File: src/rtl/sopl_pkg.sv
`default_nettype none

package sopl_pkg;

    // Register map of the configuration port
    localparam int CFG_INDEX_W = 2;
    localparam int CFG_DATA_W  = 19;

    typedef enum logic [CFG_INDEX_W-1:0] {
        CFG_TARGET_COEFFICIENT = 2'd0,
        CFG_MAKEUP_GAIN        = 2'd1,
        CFG_TARGET_BLEND       = 2'd2
    } cfg_index_t;

    localparam int COEF_W   = 16;
    localparam int MAKEUP_W = 19;
    localparam int BLEND_W  = 17;
    localparam int CHAN_W   = 3;

    localparam logic [COEF_W-1:0]   COEF_RESET   = 16'd50516;
    localparam logic [MAKEUP_W-1:0] MAKEUP_RESET = 19'd111022;
    localparam logic [BLEND_W-1:0]  BLEND_RESET  = 17'd65536;
    localparam logic [BLEND_W-1:0]  BLEND_ONE    = 17'd65536;

    // Smoothed state: coefficient Q0.32, blend Q1.31
    localparam int SMOOTH_W = 32;
    localparam logic [SMOOTH_W-1:0] CUR_COEF_RESET  = {COEF_RESET, 16'd0};
    localparam logic [SMOOTH_W-1:0] CUR_BLEND_RESET = 32'h8000_0000;

    typedef struct packed {
        logic [COEF_W-1:0]   target_coefficient;
        logic [MAKEUP_W-1:0] makeup_gain;
        logic [BLEND_W-1:0]  target_blend;
    } cfg_t;

    // Operand pair routed to the shared multiplier
    typedef enum logic [2:0] {
        MUL_MAKEUP = 3'd0,   // makeup * (1 - g)
        MUL_XM     = 3'd1,   // x * m
        MUL_PG     = 3'd2,   // prev * g
        MUL_XB     = 3'd3,   // x * (1 - b)
        MUL_BY     = 3'd4    // b * y
    } mul_sel_t;

    typedef struct packed {
        logic     load;       // capture the input word
        logic     smooth;     // step coefficient and blend toward targets
        logic     prod_en;    // register a new product
        mul_sel_t mul_sel;
        logic     acc_load;   // acc <= product
        logic     y_load;     // y <= rounded sum
        logic     out_load;   // output register <= saturated sum, write history
    } cmd_t;

    typedef struct packed {
        logic out_busy;       // output register holds a word not yet taken
    } status_t;

endpackage

`default_nettype wire

File: src/rtl/sopl_cfg.sv
`default_nettype none

module sopl_cfg (
    input  wire logic                               aclk,
    input  wire logic                               aresetn,
    input  wire logic                               cfg_valid,
    output logic                                    cfg_ready,
    input  wire logic [sopl_pkg::CFG_INDEX_W-1:0]   cfg_index,
    input  wire logic [sopl_pkg::CFG_DATA_W-1:0]    cfg_data,
    output sopl_pkg::cfg_t                          cfg
);

    sopl_pkg::cfg_t cfg_reg;
    sopl_pkg::cfg_t cfg_next;

    assign cfg_ready = 1'b1;
    assign cfg       = cfg_reg;

    always_comb begin
        cfg_next = cfg_reg;
        if (cfg_valid) begin
            case (cfg_index)
                sopl_pkg::CFG_TARGET_COEFFICIENT: begin
                    cfg_next.target_coefficient = cfg_data[sopl_pkg::COEF_W-1:0];
                end
                sopl_pkg::CFG_MAKEUP_GAIN: begin
                    cfg_next.makeup_gain = cfg_data[sopl_pkg::MAKEUP_W-1:0];
                end
                sopl_pkg::CFG_TARGET_BLEND: begin
                    cfg_next.target_blend = cfg_data[sopl_pkg::BLEND_W-1:0];
                end
                default: begin
                    cfg_next = cfg_reg;
                end
            endcase
        end
    end

    always_ff @(posedge aclk) begin
        if (!aresetn) begin
            cfg_reg.target_coefficient <= sopl_pkg::COEF_RESET;
            cfg_reg.makeup_gain        <= sopl_pkg::MAKEUP_RESET;
            cfg_reg.target_blend       <= sopl_pkg::BLEND_RESET;
        end else begin
            cfg_reg <= cfg_next;
        end
    end

endmodule

`default_nettype wire

File: src/rtl/sopl_ctrl.sv
`default_nettype none

module sopl_ctrl (
    input  wire logic       aclk,
    input  wire logic       aresetn,
    input  wire logic       s_valid,
    output logic            s_ready,
    output sopl_pkg::cmd_t  cmd,
    input  wire sopl_pkg::status_t status
);

    typedef enum logic [7:0] {
        ST_IDLE   = 8'b0000_0001,
        ST_SMOOTH = 8'b0000_0010,
        ST_MUL_M  = 8'b0000_0100,
        ST_MUL_XM = 8'b0000_1000,
        ST_MUL_PG = 8'b0001_0000,
        ST_SUM_Y  = 8'b0010_0000,
        ST_MUL_BY = 8'b0100_0000,
        ST_SUM_O  = 8'b1000_0000
    } sopl_state_t;

    sopl_state_t state_reg;
    sopl_state_t state_next;

    assign s_ready = (state_reg == ST_IDLE);

    always_comb begin
        state_next   = state_reg;
        cmd          = '0;
        cmd.mul_sel  = sopl_pkg::MUL_MAKEUP;
        case (state_reg)
            ST_IDLE: begin
                cmd.load = s_valid;
                if (s_valid) begin
                    state_next = ST_SMOOTH;
                end
            end
            ST_SMOOTH: begin
                cmd.smooth = 1'b1;
                state_next = ST_MUL_M;
            end
            ST_MUL_M: begin
                cmd.prod_en = 1'b1;
                cmd.mul_sel = sopl_pkg::MUL_MAKEUP;
                state_next  = ST_MUL_XM;
            end
            ST_MUL_XM: begin
                cmd.prod_en = 1'b1;
                cmd.mul_sel = sopl_pkg::MUL_XM;
                state_next  = ST_MUL_PG;
            end
            ST_MUL_PG: begin
                cmd.acc_load = 1'b1;
                cmd.prod_en  = 1'b1;
                cmd.mul_sel  = sopl_pkg::MUL_PG;
                state_next   = ST_SUM_Y;
            end
            ST_SUM_Y: begin
                cmd.y_load  = 1'b1;
                cmd.prod_en = 1'b1;
                cmd.mul_sel = sopl_pkg::MUL_XB;
                state_next  = ST_MUL_BY;
            end
            ST_MUL_BY: begin
                cmd.acc_load = 1'b1;
                cmd.prod_en  = 1'b1;
                cmd.mul_sel  = sopl_pkg::MUL_BY;
                state_next   = ST_SUM_O;
            end
            ST_SUM_O: begin
                // hold until the output register is free
                if (!status.out_busy) begin
                    cmd.out_load = 1'b1;
                    state_next   = ST_IDLE;
                end
            end
            default: begin
                state_next = ST_IDLE;
            end
        endcase
    end

    always_ff @(posedge aclk) begin
        if (!aresetn) begin
            state_reg <= ST_IDLE;
        end else begin
            state_reg <= state_next;
        end
    end

endmodule

`default_nettype wire

File: src/rtl/sopl_dp.sv
`default_nettype none

module sopl_dp #(
    parameter int CHANNELS     = 8,
    parameter int SAMPLE_WIDTH = 24
) (
    input  wire logic                           aclk,
    input  wire logic                           aresetn,
    input  wire sopl_pkg::cmd_t                 cmd,
    output sopl_pkg::status_t                   status,
    input  wire sopl_pkg::cfg_t                 cfg,
    input  wire logic signed [SAMPLE_WIDTH-1:0] s_sample_in,
    input  wire logic [sopl_pkg::CHAN_W-1:0]    s_channel,
    input  wire logic                           s_first_in_frame,
    output logic                                m_valid,
    input  wire logic                           m_ready,
    output logic signed [SAMPLE_WIDTH-1:0]      m_sample_out
);

    localparam int SW         = SAMPLE_WIDTH;
    localparam int CH_SPAN    = 1 << sopl_pkg::CHAN_W;
    localparam int PREV_DEPTH = (CHANNELS < CH_SPAN) ? CHANNELS : CH_SPAN;
    localparam int PREV_IDX_W = (PREV_DEPTH > 1) ? $clog2(PREV_DEPTH) : 1;
    localparam int Y_W        = SW + 4;
    localparam int MA_W       = (Y_W > 20) ? Y_W : 20;
    localparam int MB_W       = 20;
    localparam int P_W        = MA_W + MB_W;
    localparam int ACC_W      = P_W + 1;
    localparam int SH_W       = ACC_W - 16;
    localparam int DIFF_W     = sopl_pkg::SMOOTH_W + 1;
    localparam int STEP_W     = DIFF_W + 7;

    localparam logic signed [ACC_W-1:0] ROUND_HALF = ACC_W'(32768);
    localparam logic signed [SH_W-1:0]  OUT_MAX    = SH_W'((64'd1 << (SW - 1)) - 64'd1);
    localparam logic signed [SH_W-1:0]  OUT_MIN    = ~OUT_MAX;
    localparam logic [16:0]             ONE_Q16    = 17'd65536;

    function automatic logic [sopl_pkg::SMOOTH_W-1:0] smooth_step(
        input logic [sopl_pkg::SMOOTH_W-1:0] cur,
        input logic [sopl_pkg::SMOOTH_W-1:0] tgt
    );
        logic signed [DIFF_W-1:0] diff;
        logic signed [STEP_W-1:0] diff_ext;
        logic signed [STEP_W-1:0] diff66;
        logic [STEP_W-17:0]       step;
        diff     = $signed({1'b0, tgt}) - $signed({1'b0, cur});
        diff_ext = {{(STEP_W - DIFF_W){diff[DIFF_W-1]}}, diff};
        diff66   = (diff_ext <<< 6) + (diff_ext <<< 1);
        step     = diff66[STEP_W-1:16];
        return cur + {{(sopl_pkg::SMOOTH_W - (STEP_W - 16)){step[STEP_W-17]}}, step};
    endfunction

    // Captured input word
    logic signed [SW-1:0]               x_reg;
    logic [sopl_pkg::CHAN_W-1:0]        ch_reg;
    logic                               first_reg;

    logic [sopl_pkg::SMOOTH_W-1:0]      cur_coef_reg;
    logic [sopl_pkg::SMOOTH_W-1:0]      cur_blend_reg;
    logic signed [SW-1:0]               prev_reg [PREV_DEPTH];

    logic signed [P_W-1:0]              prod_reg;
    logic signed [ACC_W-1:0]            acc_reg;
    logic signed [Y_W-1:0]              y_reg;
    logic signed [SW-1:0]               out_reg;
    logic                               m_valid_reg;
    logic                               m_valid_next;

    logic                               in_range;
    logic [PREV_IDX_W-1:0]              prev_idx;
    logic signed [SW-1:0]               prev_val;
    logic [15:0]                        g;
    logic [16:0]                        b;
    logic [16:0]                        one_minus_g;
    logic [16:0]                        one_minus_b;
    logic [sopl_pkg::MAKEUP_W-1:0]      m;
    logic [sopl_pkg::BLEND_W-1:0]       blend_clamped;
    logic signed [MA_W-1:0]             mul_a;
    logic signed [MB_W-1:0]             mul_b;
    logic signed [P_W-1:0]              prod_w;
    logic signed [ACC_W-1:0]            sum_w;
    logic signed [SH_W-1:0]             sh_w;
    logic signed [SW-1:0]               sat_w;

    assign in_range = (32'(ch_reg) < CHANNELS);
    assign prev_idx = ch_reg[PREV_IDX_W-1:0];
    assign prev_val = in_range ? prev_reg[prev_idx] : '0;

    assign g           = cur_coef_reg[31:16];
    assign b           = cur_blend_reg[31:15];
    assign one_minus_g = ONE_Q16 - {1'b0, g};
    assign one_minus_b = ONE_Q16 - b;
    assign m           = prod_reg[34:16];

    assign blend_clamped = (cfg.target_blend > sopl_pkg::BLEND_ONE) ?
                           sopl_pkg::BLEND_ONE : cfg.target_blend;

    // Route one operand pair to the shared multiplier
    always_comb begin
        case (cmd.mul_sel)
            sopl_pkg::MUL_MAKEUP: begin
                mul_a = $signed({{(MA_W - sopl_pkg::MAKEUP_W){1'b0}}, cfg.makeup_gain});
                mul_b = $signed({{(MB_W - 17){1'b0}}, one_minus_g});
            end
            sopl_pkg::MUL_XM: begin
                mul_a = MA_W'(x_reg);
                mul_b = $signed({{(MB_W - sopl_pkg::MAKEUP_W){1'b0}}, m});
            end
            sopl_pkg::MUL_PG: begin
                mul_a = MA_W'(prev_val);
                mul_b = $signed({{(MB_W - 16){1'b0}}, g});
            end
            sopl_pkg::MUL_XB: begin
                mul_a = MA_W'(x_reg);
                mul_b = $signed({{(MB_W - 17){1'b0}}, one_minus_b});
            end
            sopl_pkg::MUL_BY: begin
                mul_a = MA_W'(y_reg);
                mul_b = $signed({{(MB_W - 17){1'b0}}, b});
            end
            default: begin
                mul_a = '0;
                mul_b = '0;
            end
        endcase
    end

    assign prod_w = mul_a * mul_b;

    // Shared rounding adder: floor((acc + prod + half) / 2^16)
    assign sum_w = acc_reg + ACC_W'(prod_reg) + ROUND_HALF;
    assign sh_w  = sum_w[ACC_W-1:16];

    always_comb begin
        if (sh_w > OUT_MAX) begin
            sat_w = OUT_MAX[SW-1:0];
        end else if (sh_w < OUT_MIN) begin
            sat_w = OUT_MIN[SW-1:0];
        end else begin
            sat_w = sh_w[SW-1:0];
        end
    end

    always_comb begin
        m_valid_next = m_valid_reg;
        if (cmd.out_load) begin
            m_valid_next = 1'b1;
        end else if (m_ready) begin
            m_valid_next = 1'b0;
        end
    end

    assign status.out_busy = m_valid_reg & ~m_ready;
    assign m_valid         = m_valid_reg;
    assign m_sample_out    = out_reg;

    // Payload registers
    always_ff @(posedge aclk) begin
        if (cmd.load) begin
            x_reg     <= s_sample_in;
            ch_reg    <= s_channel;
            first_reg <= s_first_in_frame;
        end
        if (cmd.prod_en) begin
            prod_reg <= prod_w;
        end
        if (cmd.acc_load) begin
            acc_reg <= ACC_W'(prod_reg);
        end
        if (cmd.y_load) begin
            y_reg <= sh_w[Y_W-1:0];
        end
        if (cmd.out_load) begin
            out_reg <= sat_w;
        end
    end

    // Filter state and output flag
    always_ff @(posedge aclk) begin
        if (!aresetn) begin
            cur_coef_reg  <= sopl_pkg::CUR_COEF_RESET;
            cur_blend_reg <= sopl_pkg::CUR_BLEND_RESET;
            m_valid_reg   <= 1'b0;
            for (int i = 0; i < PREV_DEPTH; i++) begin
                prev_reg[i] <= '0;
            end
        end else begin
            m_valid_reg <= m_valid_next;
            if (cmd.smooth && first_reg) begin
                cur_coef_reg  <= smooth_step(cur_coef_reg,
                                             {cfg.target_coefficient, 16'd0});
                cur_blend_reg <= smooth_step(cur_blend_reg, {blend_clamped, 15'd0});
            end
            if (cmd.out_load && in_range) begin
                prev_reg[prev_idx] <= sat_w;
            end
        end
    end

endmodule

`default_nettype wire

File: src/rtl/smoothed_one_pole_lowpass_mix.sv
`default_nettype none

// Channel   Handshake              Word
// -------   --------------------   --------------------------------------------
// s_        s_valid / s_ready      s_sample_in, s_channel, s_first_in_frame
// m_        m_valid / m_ready      m_sample_out
// cfg_      cfg_valid / cfg_ready  cfg_index, cfg_data (always ready)
//
// Each word is accepted, then the smoothed coefficient and blend are stepped
// (for a first-in-frame word only), then six steps run on the single shared
// multiplier and its rounding adder.
// Reset (aresetn low, synchronous) loads the default registers, the smoothed
// state and clears every channel's history; no clearing pass is needed.
// The output register frees the input side: a new word is accepted while the
// last result waits; the block stalls only at its final step when m_ready
// is held low and a result is still pending.

module smoothed_one_pole_lowpass_mix #(
    parameter int CHANNELS     = 8,
    parameter int SAMPLE_WIDTH = 24
) (
    input  wire logic                               aclk,
    input  wire logic                               aresetn,

    input  wire logic                               cfg_valid,
    output logic                                    cfg_ready,
    input  wire logic [sopl_pkg::CFG_INDEX_W-1:0]   cfg_index,
    input  wire logic [sopl_pkg::CFG_DATA_W-1:0]    cfg_data,

    input  wire logic                               s_valid,
    output logic                                    s_ready,
    input  wire logic signed [SAMPLE_WIDTH-1:0]     s_sample_in,
    input  wire logic [sopl_pkg::CHAN_W-1:0]        s_channel,
    input  wire logic                               s_first_in_frame,

    output logic                                    m_valid,
    input  wire logic                               m_ready,
    output logic signed [SAMPLE_WIDTH-1:0]          m_sample_out
);

    sopl_pkg::cfg_t    cfg;
    sopl_pkg::cmd_t    cmd;
    sopl_pkg::status_t status;

    // Register file for target coefficient, makeup gain and target blend
    sopl_cfg u_cfg (
        .aclk      (aclk),
        .aresetn   (aresetn),
        .cfg_valid (cfg_valid),
        .cfg_ready (cfg_ready),
        .cfg_index (cfg_index),
        .cfg_data  (cfg_data),
        .cfg       (cfg)
    );

    // Sequencer: walk the multiply/accumulate schedule for one word
    sopl_ctrl u_ctrl (
        .aclk    (aclk),
        .aresetn (aresetn),
        .s_valid (s_valid),
        .s_ready (s_ready),
        .cmd     (cmd),
        .status  (status)
    );

    // Smoothing, shared multiplier, rounding, saturation and channel history
    sopl_dp #(
        .CHANNELS     (CHANNELS),
        .SAMPLE_WIDTH (SAMPLE_WIDTH)
    ) u_dp (
        .aclk             (aclk),
        .aresetn          (aresetn),
        .cmd              (cmd),
        .status           (status),
        .cfg              (cfg),
        .s_sample_in      (s_sample_in),
        .s_channel        (s_channel),
        .s_first_in_frame (s_first_in_frame),
        .m_valid          (m_valid),
        .m_ready          (m_ready),
        .m_sample_out     (m_sample_out)
    );

endmodule

`default_nettype wire
File: config.mk
export PLATFORM = sky130hd
export DESIGN_NAME = smoothed_one_pole_lowpass_mix
export DESIGN_NICKNAME = d
export VERILOG_FILES = /design/src/rtl/sopl_pkg.sv /design/src/rtl/sopl_cfg.sv /design/src/rtl/sopl_ctrl.sv /design/src/rtl/sopl_dp.sv /design/src/rtl/smoothed_one_pole_lowpass_mix.sv
export SDC_FILE = /design/constraint.sdc
export NUM_CORES = 2
export LEC_CHECK = 0
export BUFFER_PORTS_ARGS = -buffer_cell sky130_fd_sc_hd__buf_2
export CAP_MARGIN = 20
export CORE_MARGIN = 3
export CORE_UTILIZATION = 45
export CTS_CLUSTER_DIAMETER = 40
export DETAILED_ROUTE_END_ITERATION = 16
export PLACE_DENSITY = 0.56
export SLEW_MARGIN = 20
export SYNTH_ARGS = -nofsm -noshare
export SYNTH_HDL_FRONTEND = slang
export SYNTH_HIERARCHICAL = 1
export SYNTH_SLANG_ARGS = --single-unit
File: constraint.sdc
create_clock -name aclk -period 23.9 [get_ports aclk]
set_clock_uncertainty 0.05 [all_clocks]
set_input_delay 2.39 -clock aclk [delete_from_list [all_inputs] [get_ports aclk]]
set_output_delay 2.39 -clock aclk [all_outputs]
set_load 0.02 [all_outputs]
[Word level (Yosys, flattened, before mapping)]
Memory sizes are Yosys's and may differ from the RTL's. A register that Yosys moved wholly into a read port is not among the register bits.
Index checks and enable logic that the tools add are counted.
Storage, ports and cells
  bits in writable memories: 192
  output and inout port bits: 27
  memories kept: 1
  input port bits: 54
  flip-flop bits (word level): 301
  logic and storage cells: 83
Memories
  u_dp.prev_reg: depth 8, bits a word 24, read ports 1, clocked after memory_dff 1, wr ports 8, RTL line sopl_dp.sv:60  | logic signed [SW-1:0] prev_reg [PREV_DEPTH];
Cells by class
  $mul: 1
  reductions and logical operators: 11
  add/subtract/negate cells: 10
  multiplexer cells: 25
  bitwise operators: 2
  equality and inequality tests: 16
  magnitude comparators: 3
Operator list (count)
  $pmux W28 S4: 1
  $pmux W19 S5: 1
  $add A39 B34 Y40: 2
  $mux W24: 3
  $sub A32 B32 Y33: 2
  $add A32 B32 Y32: 2
  $pmux W8 S8: 1
  $add A48 B48 Y49: 1
  $add A49 B17 Y49 const B: 1
  $mul A28 B20 Y48: 1
  $gt A33 B24 Y1 const B: 1
  $lt A33 B24 Y1 const B: 1
  $reduce_or A24 Y1: 1
  $pmux W4 S5: 1
  $gt A17 B17 Y1 const B: 1
  $mux W17: 1
  $sub A17 B16 Y17 const A: 1
  $sub A17 B17 Y17 const A: 1
  $mux W8: 2
  $mux W1: 13
  $eq A8 B1 Y1 const B: 1
  $eq A8 B2 Y1 const B: 1
  $eq A8 B3 Y1 const B: 1
  $eq A8 B4 Y1 const B: 1
  other kinds (19): 26

[Logic depth before layout (Yosys ltp)]
  depth after elaboration: 9
  depth in mapped cells: 42
  mapped depth without buffers: 39

[By module]
The synthesis kept the hierarchy.
Modules (own cells, without submodules)
  sopl_dp: cells an instance 4996, area each 48123.7 µm², times used 1, seq. area each 12411.9 µm²
  sopl_cfg: cells an instance 213, area each 2104.5 µm², times used 1, seq. area each 1041.0 µm²
  sopl_ctrl: cells an instance 48, area each 455.4 µm², times used 1, seq. area each 160.2 µm²

[Least setup slack after synthesis]
OpenSTA, ideal clock, no wires.
  path type: register -> register
  from: reg u_ctrl.state_reg[2]
  to: reg u_dp.prod_reg[47], data pin
  slack: 12.521 ns
  stages on the path, launching flop included: 37
  arrival: 11.067 ns
  data required time: 23.588 ns
  buffers on the path: 2
  clock period less this slack: 11.379 ns
  library setup time: 0.262 ns
  cell sequence: dfxtp_1 -> nor4_4 -> nand2_2 -> nor3b_2 -> o21bai_1 -> clkbuf_1 -> nand3b_1 -> mux2i_1 -> o2111ai_1 -> nor3b_1 -> nand2_1 -> xnor2_1 -> a221oi_1 -> clkbuf_1 -> nor2_1 -> fa_1 -> inv_1 -> fa_1 -> fa_1 -> inv_1 -> fa_1 -> fa_1 -> fa_1 -> inv_1 -> fa_1 -> inv_1 -> ha_1 -> a21o_1 -> a21o_1 -> a211oi_1 -> o21ai_0 -> and3_1 -> a222oi_1 -> a21boi_0 -> a2111oi_0 -> o31ai_1 -> xnor2_1
RTL lines
  from (decl): RTL line sopl_ctrl.sv:23  | sopl_state_t state_reg;
  from (signal assigned): RTL line sopl_ctrl.sv:88  | state_reg <= state_next;
  to (signal assigned): RTL line sopl_dp.sv:165  | prod_reg <= prod_w;
  to (decl): RTL line sopl_dp.sv:62  | logic signed [P_W-1:0] prod_reg;

==> impl_results.md <==
- Reg clk slew, reported paths: 50 ps
- Crit Path Max Fanout: 30
- Final Hold Vio Count: 0
- Final worst slack: 11380 ps
- RSZ-0062 raised after global routing: false
- Synthesis-to-layout area growth: 10.5%
- Die X: 342 um
- Hold Buf Count CTS: 0
- Fin nets: 6252
- WL met3: 9.60 mm
- Syn nets: 6227
- Root Buffer: clkbuf_16
- Starting DRT DRC Count: roughly 3300
- Max-cap violations: 0
- Pwr dens: between 100 and 150 nW/um^2
- Commonest non-fill, non-tap cell in the layout: inv_1
- First-pass GRT wire length: 238 mm
- Leakage power: 0.0256 uW
- Worst R2R Path Depth: 38
- Post-DP HPWL: 116 mm
- Final global-route overflow total: 0
- Final Util: 0.503
- CTS tree: yes
- Post-route ant nets: 0
- Met2 Wirelength: 72.4 mm
- Post-Place Cell Area: 53100 sq um
- Startpoint Class: flip-flop
- Routability Congestion: between 0.9 and 1
- Die area: 117000 sq um
- Most used cell, CP: fa_1
- Post-synthesis sequential area ratio: 0.269
- Top FF cell, synth: edfxtp_1
- CTS Buffer Depth: 3
- CTS resizes: 0
- Largest net degree at the start of global routing: 208
- Core footprint: 111000 sq um
- H-tree levels: 3
- Worst R2R Start: u_ctrl/state_reg[2]
- Register bit total from synthesis: 496
- Synthesized area: just over 50000 sq um
- CP max-delay cell: a2111oi_0
- Asr flop ratio synth: 0
- Status: completed
- Clock sinks: between 400 and 500
- Vias: 39300
- Yosys cell types: 96
- Syn. warnings: 6
- Cells after synthesis: 5257
- CP Data Required Time: 24240 ps
- Highest metal used: met4
- I/O pins: 81
- Worst Tran Pin Value: about 1200 ps
- Hold EP: u_dp/acc_reg[35]
- TritonCTS Buffers: between 80 and 90
- Kind of critical path: flip-flop to flip-flop
- Worst-Skew Late Latency: 670 ps
- Residual DRC: 0
- Fmax: 0.0799 GHz
- Max incr delay on CP: between 800 and 900 ps
- Data arrival, critical path: 12860 ps
- Starting Density: 0.455
- Cell Rows: 122
- Total track usage: 0.267
- R2R setup slack: around 11000 ps
- Mapped Avg Cell Area: 9.64 sq um
- Design Area, Final: 56000 sq um
- Min-delay worst type: flip-flop to flip-flop
- Most frequent cells in the layout: inv_1 (738), fa_1 (537), nor2_1 (489)
- Initial antenna violation count: 3
- Place WS: ~11000 ps
- Routed length per instance: roughly 23 um
- Final setup fails: 0
- Vias in the first global route: slightly below 40000
- Metal1 wirelength: 69.3 mm
- Min-delay src: u_dp/prod_reg[35]
- Drt first pass iters: 6
- EDFF count, synth: 368
- Hold Path Stages: 0
- Die extent in y: about 340 um
- FF-to-FF End: u_dp/prod_reg[47]
- Vias/cell: 5.75
- Max-slew headroom: 0.233
- WL final: 156 mm
- Max Slew Vio Count: 0
- Antenna diodes: 0
- Peak VDD IR: between 0.15 and 0.2 mV
- I/O Buffers: 79
- Tcrit/Tclk final: 0.524
- Max reg flops: 192
- Layout cells sized above 1: 0.0904
- Setup TNS: 0 ps
- Postcts setup bufs: 0
- Worst Setup End Kind: flip-flop
- Min cycle time layout: 12520 ps
[worst max-delay path: cells and delay by family (launching register included)]
kind | cells | cell delay [ps]
adder cells (fa/ha/maj) | 8 | 3760
AO/OA/AOI/OAI | 11 | 3010
AND/OR/NAND/NOR | 7 | 2450
buffers and inverters | 9 | 1570
multiplexers | 1 | 660
flip-flops | 1 | 360
XOR/XNOR | 2 | 360
[worst max-delay path by stage]
stage,start,end,slack [ps],cells past startpoint
after detailed placement,u_ctrl/state_reg[2],u_dp/prod_reg[47],11310,39
after floorplan,u_ctrl/state_reg[2],u_dp/prod_reg[47],12520,36
after CTS,u_ctrl/state_reg[2],u_dp/prod_reg[47],11260,39
after global routing,u_ctrl/state_reg[2],u_dp/prod_reg[47],10600,40
after global placement,u_ctrl/state_reg[2],u_dp/prod_reg[47],11490,39
final,u_ctrl/state_reg[2],u_dp/prod_reg[47],11380,38
[cell families (layout without fill, tap and decap cells)]
group | after synthesis | in the layout | synth area share
fa+ha+maj | 916 | 916 | 0.306
buf+inv | 1000 | 1095 | 0.0757
mux | 131 | 131 | 0.0383
compound gates | 1047 | 1047 | 0.142
xor+xnor | 225 | 225 | 0.0389
other cells | 1 | 1 | 0.0000740
flops | 496 | 496 | 0.269
simple gates | 1441 | 1441 | 0.130
[synth_stat cells (123+ instances only)]
master,number,area share
dfxtp_1,128,0.051
fa_1,537,0.21
clkbuf_1,175,0.013
a21oi_1,238,0.024
o31ai_1,185,0.027
inv_1,739,0.055
xnor2_1,159,0.027
ha_1,379,0.094
nor2_1,489,0.036
edfxtp_1,368,0.22
o21ai_0,123,0.012
nand2_1,487,0.036
[layout make-up]
cell class                 instances  area [sq um]
timing repair buffer             178          1150
sequential                       496         13600
tap                             1488          1860
clock inverter                    65           791
fill                           10400         55300
clock buffer                      91          2130
inverter                         761          2860
multi-input combinational       3761         33600
[report_power, final]
part | switching, uW | internal [uW]
combinational | 2360 | 1660
sequential | 36.7 | 1060
clock | 495 | 747
[per-stage QoR]
stage / instances / hold slack, ps / total power (uW)
3_3_place_gp: 6684 / 386 / 5060
4_1_cts: 6840 / 402 / 6380
5_1_grt: 6840 / 415 / 6910
3_5_place_dp: 6684 / 387 / 5110
6_report: 6840 / 395 / 6360
2_1_floorplan: 5257 / 376 / 4140
[layer usage]
metal  vias to the layer above  global-route usage
li1                      18100                   -
met1                     19800               0.380
met2                      1242               0.431
met3                       217              0.0346
met4                         0              0.0731
met5                         -                   0
Power figures use the tool's default switching activity.
